$ cat src/hw/rtl/rtre_pkg.sv
// rtre_pkg: shared types and constants of the retry-aware rtt/rto estimator
// no dependencies
`timescale 1ns / 1ps
`default_nettype none
package rtre_pkg;
	localparam logic [1:0] ST_MEASURED = 2'd0;
	localparam logic [1:0] ST_IGNORED  = 2'd1;
	localparam logic [1:0] ST_CLEARED  = 2'd2;

	localparam logic [1:0] REG_FLOOR = 2'd0;
	localparam logic [1:0] REG_CEIL  = 2'd1;
	localparam logic [1:0] REG_INIT  = 2'd2;
	localparam logic [1:0] REG_MULT  = 2'd3;

	// one elapsed port per transmission on the top level
	localparam int MAX_SENDS = 4;

	localparam logic [16:0] W_MEAN_OLD = 17'd19661;
	localparam logic [16:0] W_MEAN_NEW = 17'd45875;
	localparam logic [16:0] W_VAR_OLD  = 17'd8192;
	localparam logic [16:0] W_VAR_NEW  = 17'd57344;
	localparam logic [19:0] RTO_MIN = 20'd5;
	localparam logic [19:0] RTO_MAX = 20'hFFFFF;

	// controller to datapath
	typedef struct packed {
		logic load;    // capture item, choose and clamp rtt, push to window
		logic clr;     // clear estimator state
		logic skip;    // item without transmissions, state kept
		logic init;    // start recompute with the oldest sample
		logic step;    // one ewma step over the next sample
		logic fin;     // store mean/var
		logic emit;    // register result fields
	} rtre_cmd_t;

	// datapath to controller
	typedef struct packed {
		logic last;    // no more window samples to fold in
	} rtre_sts_t;
endpackage
`default_nettype wire

$ cat src/hw/rtl/rtre_ctrl.sv
// rtre_ctrl: sequencer of the estimator
// depends on rtre_pkg
`timescale 1ns / 1ps
`default_nettype none
module rtre_ctrl import rtre_pkg::*; (
	input  wire        clk,
	input  wire        arst_n,
	input  wire        in_valid,
	output logic       in_stall,
	input  wire        in_opcode,
	input  wire  [2:0] in_sent,
	output logic       out_valid,
	input  wire        out_stall,
	output rtre_cmd_t  cmd,
	input  rtre_sts_t  sts
);
	localparam logic [2:0] S_IDLE = 3'd0;
	localparam logic [2:0] S_INIT = 3'd1;
	localparam logic [2:0] S_STEP = 3'd2;
	localparam logic [2:0] S_FIN  = 3'd3;
	localparam logic [2:0] S_EMIT = 3'd4;

	logic [2:0] state_q;
	logic       take;

	// result register frees at transfer, so a new item can come in meanwhile
	assign in_stall = (state_q != S_IDLE) || (out_valid && out_stall);
	assign take = in_valid && !in_stall;

	always_comb begin
		cmd = '0;
		cmd.load = take && !in_opcode && (in_sent != 3'd0);
		cmd.clr  = take && in_opcode;
		cmd.skip = take && !in_opcode && (in_sent == 3'd0);
		cmd.emit = (take && (in_opcode || in_sent == 3'd0)) || (state_q == S_EMIT);
		cmd.init = (state_q == S_INIT);
		cmd.step = (state_q == S_STEP) && !sts.last;
		cmd.fin  = (state_q == S_STEP) && sts.last;
	end

	always_ff @(posedge clk or negedge arst_n) begin
		if (!arst_n) begin
			state_q <= S_IDLE;
			out_valid <= 1'b0;
		end else begin
			if (cmd.emit) out_valid <= 1'b1;
			else if (out_valid && !out_stall) out_valid <= 1'b0;
			unique case (state_q)
				S_IDLE: if (cmd.load) state_q <= S_INIT;
				S_INIT: state_q <= S_STEP;
				S_STEP: if (sts.last) state_q <= S_EMIT;
				S_FIN:  state_q <= S_EMIT;
				S_EMIT: state_q <= S_IDLE;
				default: state_q <= S_IDLE;
			endcase
		end
	end
endmodule
`default_nettype wire

$ cat src/hw/rtl/rtre_dp.sv
// rtre_dp: datapath with window, min tracking, shared ewma multipliers and rto
// depends on rtre_pkg
`timescale 1ns / 1ps
`default_nettype none
module rtre_dp import rtre_pkg::*; #(
	parameter int WINDOW_DEPTH = 6
) (
	input  wire         clk,
	input  wire         arst_n,
	input  rtre_cmd_t   cmd,
	output rtre_sts_t   sts,
	input  wire  [2:0]  sent_count,
	input  wire  [MAX_SENDS*16-1:0] elapsed,
	input  wire  [15:0] rtt_floor,
	input  wire  [15:0] rtt_ceiling,
	input  wire  [15:0] initial_rtt,
	input  wire  [3:0]  rto_multiplier,
	output logic [1:0]  status,
	output logic [15:0] raw_rtt,
	output logic [19:0] rto_ms,
	output logic [23:0] mean_rtt,
	output logic [23:0] var_rtt
);
	localparam int IW = (WINDOW_DEPTH > 1) ? $clog2(WINDOW_DEPTH) : 1;
	localparam int CW = $clog2(WINDOW_DEPTH + 1);
	localparam int NW = $clog2(MAX_SENDS + 1);

	logic [15:0]   win_q [WINDOW_DEPTH];
	logic [CW-1:0] cnt_q;
	logic          min_known_q, mean_known_q;
	logic [15:0]   min_q, raw_q;
	logic [23:0]   mean_reg_q, var_reg_q, mean_q, var_q;
	logic [CW-1:0] idx_q;

	// transmission choice: newest reaching the minimum, else the oldest
	logic [NW-1:0] n;
	logic [15:0]   pick, rtt_c, e;
	always_comb begin
		if (sent_count > 3'(MAX_SENDS)) n = NW'(MAX_SENDS);
		else n = NW'(sent_count);
		pick = elapsed[15:0];
		for (int i = 0; i < MAX_SENDS; i++) begin
			e = elapsed[i*16 +: 16];
			if (i < int'(n) && min_known_q && e >= min_q) pick = e;
		end
		if (n == NW'(1)) pick = elapsed[15:0];
		rtt_c = pick;
		if (n == NW'(1) && (!min_known_q || pick < min_q)) begin
			// minimum updated to this rtt, so no raise
			rtt_c = pick;
		end else if (!min_known_q && pick < rtt_floor) rtt_c = rtt_floor;
		else if (min_known_q && pick < min_q) rtt_c = min_q;
		if (rtt_c > rtt_ceiling) rtt_c = rtt_ceiling;
	end

	// ewma step over window entry idx_q
	logic [15:0] s;
	logic [23:0] sq, d;
	logic [39:0] vn, mn;
	assign s  = win_q[idx_q[IW-1:0]];
	assign sq = {s, 8'd0};
	assign d  = (sq >= mean_q) ? sq - mean_q : mean_q - sq;
	assign vn = 40'(W_VAR_OLD) * 40'(var_q) + 40'(W_VAR_NEW) * 40'(d) + 40'd32768;
	assign mn = 40'(W_MEAN_OLD) * 40'(mean_q) + 40'(W_MEAN_NEW) * 40'(sq) + 40'd32768;
	assign sts.last = (idx_q >= cnt_q);

	// rto from current estimate; a clear reports the initial mean
	logic [23:0] m_e, v_e;
	logic [26:0] sum;
	logic [30:0] x;
	logic [22:0] r;
	assign m_e = (mean_known_q && !cmd.clr) ? mean_reg_q : {initial_rtt, 8'd0};
	assign v_e = (mean_known_q && !cmd.clr) ? var_reg_q : 24'd0;
	assign sum = 27'(m_e) + {1'b0, v_e, 2'b00};
	assign x   = 31'(rto_multiplier) * 31'(sum);
	assign r   = 23'((32'(x) + 32'd255) >> 8);

	always_ff @(posedge clk or negedge arst_n) begin
		if (!arst_n) begin
			cnt_q <= '0;
			min_known_q <= 1'b0;
			mean_known_q <= 1'b0;
			min_q <= '0;
			mean_reg_q <= '0;
			var_reg_q <= '0;
		end else begin
			if (cmd.clr) begin
				cnt_q <= '0;
				min_known_q <= 1'b0;
				mean_known_q <= 1'b0;
				min_q <= '0;
				mean_reg_q <= '0;
				var_reg_q <= '0;
			end
			if (cmd.load) begin
				if (n == NW'(1) && (!min_known_q || pick < min_q)) begin
					min_q <= pick;
					min_known_q <= 1'b1;
				end
				if (cnt_q >= CW'(WINDOW_DEPTH)) cnt_q <= CW'(WINDOW_DEPTH);
				else cnt_q <= cnt_q + CW'(1);
			end
			if (cmd.fin) begin
				mean_reg_q <= mean_q;
				var_reg_q <= var_q;
				mean_known_q <= 1'b1;
			end
		end
	end

	always_ff @(posedge clk) begin
		if (cmd.load) begin
			raw_q <= pick;
			if (cnt_q >= CW'(WINDOW_DEPTH)) begin
				for (int i = 0; i < WINDOW_DEPTH - 1; i++) win_q[i] <= win_q[i+1];
				win_q[WINDOW_DEPTH-1] <= rtt_c;
			end else win_q[cnt_q[IW-1:0]] <= rtt_c;
		end
		if (cmd.init) begin
			mean_q <= {win_q[0], 8'd0};
			var_q  <= {1'b0, win_q[0], 7'd0};
			idx_q  <= CW'(1);
		end
		if (cmd.step) begin
			var_q  <= vn[39:16];
			mean_q <= mn[39:16];
			idx_q  <= idx_q + CW'(1);
		end
		if (cmd.emit) begin
			status <= cmd.clr ? ST_CLEARED : (cmd.skip ? ST_IGNORED : ST_MEASURED);
			raw_rtt <= (cmd.clr || cmd.skip) ? 16'd0 : raw_q;
			mean_rtt <= m_e;
			var_rtt <= v_e;
			rto_ms <= (r > 23'(RTO_MAX)) ? RTO_MAX : ((20'(r) < RTO_MIN) ? RTO_MIN : 20'(r));
		end
	end
endmodule
`default_nettype wire

$ cat src/hw/rtl/retry_aware_rtt_rto_estimator.sv
// retry_aware_rtt_rto_estimator: top level, config registers, ctrl and datapath
// depends on rtre_pkg, rtre_ctrl, rtre_dp
//
// channel  direction  handshake          payload
// in       input      in_valid/in_stall   opcode, sent_count, elapsed_0..3
// out      output     out_valid/out_stall status, raw_rtt, rto_ms, mean_rtt, var_rtt
// cfg      input      cfg_valid/cfg_ready cfg_index, cfg_data
//
// a measure recomputes the estimate over the window samples: one ewma
// step a cycle over the filled window; clear and ignored items are emitted without a recompute
// reset is asynchronous, active low; config and state registers return to their reset values
// a waiting result stalls input only while out_stall holds it
`timescale 1ns / 1ps
`default_nettype none
module retry_aware_rtt_rto_estimator import rtre_pkg::*; #(
	parameter int WINDOW_DEPTH = 6
) (
	input  wire         clk,
	input  wire         arst_n,
	input  wire         in_valid,
	output logic        in_stall,
	input  wire         opcode,
	input  wire  [2:0]  sent_count,
	input  wire  [15:0] elapsed_0,
	input  wire  [15:0] elapsed_1,
	input  wire  [15:0] elapsed_2,
	input  wire  [15:0] elapsed_3,
	output logic        out_valid,
	input  wire         out_stall,
	output logic [1:0]  status,
	output logic [15:0] raw_rtt,
	output logic [19:0] rto_ms,
	output logic [23:0] mean_rtt,
	output logic [23:0] var_rtt,
	input  wire         cfg_valid,
	output logic        cfg_ready,
	input  wire  [1:0]  cfg_index,
	input  wire  [15:0] cfg_data
);
	logic [15:0] floor_q, ceil_q, init_q;
	logic [3:0]  mult_q;
	rtre_cmd_t   cmd;
	rtre_sts_t   sts;
	logic [MAX_SENDS*16-1:0] el4;

	assign cfg_ready = 1'b1;
	always_ff @(posedge clk or negedge arst_n) begin
		if (!arst_n) begin
			floor_q <= 16'd10;
			ceil_q <= 16'd1000;
			init_q <= 16'd250;
			mult_q <= 4'd2;
		end else if (cfg_valid) begin
			unique case (cfg_index)
				REG_FLOOR: floor_q <= cfg_data;
				REG_CEIL:  ceil_q <= cfg_data;
				REG_INIT:  init_q <= cfg_data;
				REG_MULT:  mult_q <= cfg_data[3:0];
				default: ;
			endcase
		end
	end

	assign el4 = {elapsed_3, elapsed_2, elapsed_1, elapsed_0};

	rtre_ctrl u_ctrl (
		.clk, .arst_n, .in_valid, .in_stall, .in_opcode(opcode), .in_sent(sent_count),
		.out_valid, .out_stall, .cmd, .sts
	);

	rtre_dp #(.WINDOW_DEPTH(WINDOW_DEPTH)) u_dp (
		.clk, .arst_n, .cmd, .sts, .sent_count, .elapsed(el4),
		.rtt_floor(floor_q), .rtt_ceiling(ceil_q), .initial_rtt(init_q),
		.rto_multiplier(mult_q), .status, .raw_rtt, .rto_ms, .mean_rtt, .var_rtt
	);

`ifndef ASSERT_OFF
	a_rto_min: assert property (@(posedge clk) disable iff (!arst_n)
		out_valid |-> rto_ms >= RTO_MIN) else $error("rto below minimum");
	a_one_cmd: assert property (@(posedge clk) disable iff (!arst_n)
		!(cmd.load && cmd.clr)) else $error("load and clear together");
	a_busy: assert property (@(posedge clk) disable iff (!arst_n)
		cmd.step |-> in_stall) else $error("input taken mid recompute");
`endif
endmodule
`default_nettype wire

$ cat config.mk
export PLATFORM = sky130hd
export DESIGN_NAME = retry_aware_rtt_rto_estimator
export DESIGN_NICKNAME = d
export VERILOG_FILES = /design/src/hw/rtl/rtre_pkg.sv /design/src/hw/rtl/rtre_ctrl.sv /design/src/hw/rtl/rtre_dp.sv /design/src/hw/rtl/retry_aware_rtt_rto_estimator.sv
export SDC_FILE = /design/constraint.sdc
export NUM_CORES = 2
export LEC_CHECK = 0
export ABC_AREA = 0
export CORE_AREA = 5 5 371 373
export DETAILED_ROUTE_END_ITERATION = 16
export DIE_AREA = 0 0 376 378
export DONT_BUFFER_PORTS = 1
export GPL_ROUTABILITY_DRIVEN = 0
export PLACE_DENSITY = 0.51
export RECOVER_POWER = 100
export REMOVE_ABC_BUFFERS = 1
export SYNTH_ARGS = -nofsm -noshare
export SYNTH_HDL_FRONTEND = slang
export SYNTH_SLANG_ARGS = --single-unit
$ cat constraint.sdc
create_clock -name clk -period 11.3 [get_ports clk]
set_input_delay 2.26 -clock clk [delete_from_list [all_inputs] [get_ports clk]]
set_output_delay 2.26 -clock clk [all_outputs]
set_load 0.05 [all_outputs]
Word-level counts from Yosys, hierarchy flattened:

Memories as Yosys holds them, arrays and structs flattened. A register that Yosys moved wholly into a read port is not among the register bits.
Cells that the tools add are included.

* word-level logic and storage cells: 158
* memories kept: 1
* register bits after elaboration: 278
* input bits: 91
* memory bits (read-only): 0
* RAM bits: 96
* latch bits: 0

* magnitude comparators: 15
* multiplexer cells: 49
* multipliers: 4
* reduce and logical (&&, ||, !) cells: 47
* divide/modulo/power cells: 0
* bitwise operators: 0
* shift operators: 0
* equality and inequality tests: 10
* add/subtract/negate cells: 10

Memory list
* u_dp.win_q: words 6, bits a word 16, read ports 7, clocked after memory_dff 1, wr ports 6, line rtre_dp.sv:28 `logic [15:0] win_q [WINDOW_DEPTH];`

Operators by type and width (number)
* $mux W24: 10
* $mux W16: 12
* $add A40 B16 Y40 const B: 2
* $ge A16 B16 Y1: 3
* $sub A24 B24 Y24: 2
* $add A37 B40 Y40: 1
* $add A39 B40 Y40: 1
* $mul A15 B24 Y39 const A: 1
* $lt A16 B16 Y1: 2
* $mul A16 B16 Y32 const A: 1
* $add A31 B8 Y31 const B: 1
* $mul A4 B27 Y31: 1
* $mux W3: 10
* $add A24 B26 Y27: 1
* $mul A3 B24 Y27 const A: 1
* $ge A24 B24 Y1: 1
* $gt A23 B20 Y1 const B: 1
* $logic_and A1 B1 Y1: 20
* $lt A20 B3 Y1 const B: 1
* $mux W20: 1
* $gt A16 B16 Y1: 1
* $reduce_or A16 Y1: 1
* $mux W1: 15
* $pmux W3 S4: 1
* 21 further kinds: 44

Logic depth before layout (Yosys ltp):

* depth after elaboration: 17
* gate-level depth with buffers: 44
* gate-level depth less buffers: 39

Modules after synthesis:

Synthesis repeated with hierarchy kept, for this count alone.

* cell total of the unflattened synthesis: 3936
* area, all modules: 40418.8 µm²

Modules (own cells, without submodules)
* rtre_dp: sequential area each 10224.8 µm², cells an instance 3800, area each 38181.6 µm², times used 1
* retry_aware_rtt_rto_estimator: sequential area each 1320.0 µm², cells an instance 113, area each 1995.7 µm², times used 1
* rtre_ctrl: sequential area each 100.1 µm², cells an instance 23, area each 241.5 µm², times used 1

Worst setup path before layout:

No wires, ideal clock.

* path type: flip-flop to flip-flop
* start: register (tool-made name)
* end: register u_dp.mean_q[23], data pin
* required time: 11.032 ns
* path buffers: 2
* path slack: 0.609 ns
* cell stages (with the launch flop): 37
* data arrival time: 10.424 ns
* library setup time: 0.268 ns
* period minus slack after synthesis: 10.691 ns
* path through: dfxtp_1 -> clkbuf_1 -> buf_1 -> mux4_2 -> mux2i_1 -> inv_1 -> ha_1 -> fa_1 -> inv_1 -> fa_1 -> ha_1 -> fa_1 -> fa_1 -> ha_1 -> a21o_1 -> a21oi_1 -> o21ai_0 -> a21o_1 -> a21oi_1 -> xnor2_1 -> ha_1 -> fa_1 -> inv_1 -> fa_1 -> fa_1 -> inv_1 -> ha_1 -> and4_1 -> a221o_1 -> a22o_1 -> o211ai_1 -> a21oi_1 -> o41ai_1 -> a21oi_1 -> o211ai_1 -> xnor2_1 -> o21ai_0

RTL lines
* to (signal assigned): line rtre_dp.sv:120 `mean_q <= {win_q[0], 8'd0};`
* to (signal assigned): line rtre_dp.sv:126 `mean_q <= mn[39:16];`
* to (decl): line rtre_dp.sv:32 `logic [23:0] mean_reg_q, var_reg_q, mean_q, var_q;`

==> metrics <==
fin crit period 10640 ps; Total GRT Usage 15.83%; wire length of the first global-routing pass 174300 µm; top_reg_cell synth edfxtp_1; Syn-to-layout area delta 10.02%; CTS tree built; R2R Setup Slk roughly 700 ps; Reg-to-Reg End u_dp.mean_q[23]; crit start category input pin; pre-CTS setup slack a little over 400 ps; Critical Path Fanout Max 10; core area ~130000 µm²; Pins Over Slew Limit around 100; Max clock buf depth 3; setup ws final about 660 ps; Die Y-Extent 378 µm; DR vias/cell roughly 5; vias in the first global route 28540; Setup Viol. Count Final 0; Post-Syn Instances 3934; Final Hold Vio Count 0; design area between 40000 and 50000 µm²; Final TNS setup 0 ps; worst slew pin tran 3781 ps; routed wire length 113400 µm; post-route DRC violation count 0; clock skew 35.92 ps; Avg Cell Area, Syn 10.12 µm²; cell area after synthesis 39820 µm²; Max Cap Viol 3; GRT overflow 0; Setup CP Type in2reg; largest net degree at the start of global routing 126; initial antenna violation count 12; DR WL/cell 19.61 µm; die area 142100 µm²; Routed Antenna Nets 0; period utilization 94.16%; total I/O pin count 180; First-pass DRT Iterations 5; Vias between 20000 and 30000; H-tree levels 2; clk root buf clkbuf_16; FF+latch count, synth 409; post-placement cell area 42260 µm²; starting density of the core 29.66%; Worst-Skew Late Latency 620 ps; die width 376 µm; DP HPWL 92060 µm; Buffers on Ports 0; Async S/R FF share, synth a little under a third; Worst Path Required 11620 ps; Fmax achieved 93.99 MHz; drt first-iter violations 1829; CTS Sinks between 400 and 500; number of synthesized flops with an enable pin around 280; total CTS buffers 48; failing checks max-capacitance violations, max-slew violations; Final nets 4934; CP peak stage delay 680 ps; Max-slew headroom -152.0%; crit-path most repeated cell o21a_1; Seq/Total Area, Yosys 29.24%; layout cells sized above 1 slightly below 7%; Worst Hold End u_dp.var_reg_q[13]; crit path DAT approximately 11000 ps; Clk pin slew, worst setup/hold paths around 60 ps; Worst Reg2Reg Path Length in Cells 38; WHS Path Cells 2; Critical Path Sink Type register; Distinct cells, synth 82; status finished with violations; worst hold-check path type reg2reg; row cnt ~140; Synth Warn # 0; slowest CP cell clkbuf_1; Min-Delay Startpoint u_dp.var_q[13]
-- flip-flops by register name, summed over array words and instances (netlist names), 4 cells and up, named ones only --
| signal | cells |
|---|---|
| u_dp.rto_ms | 20 |
| u_dp.raw_rtt | 16 |
| u_dp.raw_q | 16 |
| u_dp.var_rtt | 24 |
| init_q | 16 |
| u_dp.mean_reg_q | 24 |
| u_dp.var_reg_q | 24 |
| u_dp.mean_rtt | 24 |
| u_dp.var_q | 24 |
| ceil_q | 16 |
| floor_q | 16 |
| u_dp.mean_q | 24 |
| u_dp.min_q | 16 |
| u_dp.win_q | 128 |
| mult_q | 4 |
-- worst max-delay path: cells and delay by family --
kind                       cells  cell delay (ps)
buffers and inverters          3             1370
AOI/OAI and AO/OA             19             4400
adders and majority gates      3              920
and+or+nand+nor                5             1300
muxes                          2              680
-- stage by stage --
stage	hold WS, ps	cells	utilization, %
after detailed placement	472.3	5690	31.47
final	489.8	5784	32.63
after global routing	517.7	5780	32.62
after global placement	472.4	5690	31.47
after CTS	492.5	5778	32.67
after floorplan	441.4	3849	-
-- cell families after synthesis --
family                   Yosys count  synth area share, %
buffers and inverters            691                6.535
multiplexers                     133                4.562
AO/OA/AOI/OAI                    744                12.13
adder cells (fa/ha/maj)          883                33.25
other                              2              0.01886
XOR/XNOR                         159                3.497
AND/OR/NAND/NOR                  913                10.76
flip-flops                       409                29.24
-- final cells by class --
class                   instances  area (µm²)
fillers                     13840       90470
multi-input cells            2865       25750
flip-flops and latches        409       11650
well taps                    1781        2228
inverters                     575        2158
clock buffers                  58        1281
repair buffers                 61       405.4
clock inverters                30       327.8
diodes                          5       12.51
-- cells in the final DEF (no fill, tap or decap), drive strengths merged, types with 74 or more instances in the layout --
master  synthesis  final
a21o          103    103
a21oi         175    175
and2           82     82
clkbuf        101     74
dfrtp         110    110
edfxtp        281    281
fa            292    292
ha            591    591
inv           573    580
nand2         343    343
nand3          79     79
nor2          177    177
o21ai         194    194
xnor2         113    113
-- how the worst max path moves through the flow --
| stage | startpoint | end | slack, ps | cells after the start |
|---|---|---|---|---|
| floorplan | register | u_dp.mean_q[23] | 100 | 34 |
| global placement | register | u_dp.mean_q[23] | 380 | 34 |
| detailed placement | register | u_dp.mean_q[23] | 400 | 36 |
| CTS | register | u_dp.mean_q[23] | 340 | 36 |
| global route | register | u_dp.mean_q[22] | -20 | 38 |
| finish | elapsed_1[9] | u_dp.win_q[5][4] | 660 | 32 |
-- timing repair --
action / CTS / global route
hold buffers: 0 / 0
setup endpoints to repair: 0 / 9
buffers inserted: 0 / 1
hold endpoints to repair: 0 / 0
gates resized for setup: 0 / 12
-- cells in the mapped netlist (18+ instances only) --
master,n,area share (%)
and2_1,82,1.3
o21ai_1,54,0.68
or3_1,28,0.44
nor3_1,46,0.58
inv_1,568,5.4
a21o_1,103,1.9
fa_1,292,15
edfxtp_1,281,21
o21a_1,31,0.58
nor2b_1,21,0.33
a21oi_1,175,2.2
o21ai_0,139,1.7
clkbuf_1,101,0.95
mux2_2,56,1.6
ha_1,591,19
mux4_2,32,1.8
nor2_1,177,1.7
nand3_1,79,0.99
nand2_1,343,3.2
o31ai_1,21,0.40
dfrtp_1,110,6.9
nand2b_1,30,0.47
xor2_1,46,1.0
nand4_1,25,0.39
a211oi_1,23,0.43
and3_1,46,0.72
o211ai_1,18,0.34
mux2i_1,42,1.1
xnor2_1,113,2.5
a31oi_1,36,0.57
o21bai_1,27,0.51
-- per-layer routing --
metal	vias up	global-route usage, %	wire (µm)
li1	13640	-	-
met1	13930	21.94	52380
met2	621	25.40	51070
met3	143	2.905	6456
met4	18	4.371	3401
met5	-	0	121
Power is left out: the tool's default activity adds up to more than one toggle a clock period on the data nets, which glitch-free logic cannot reach.
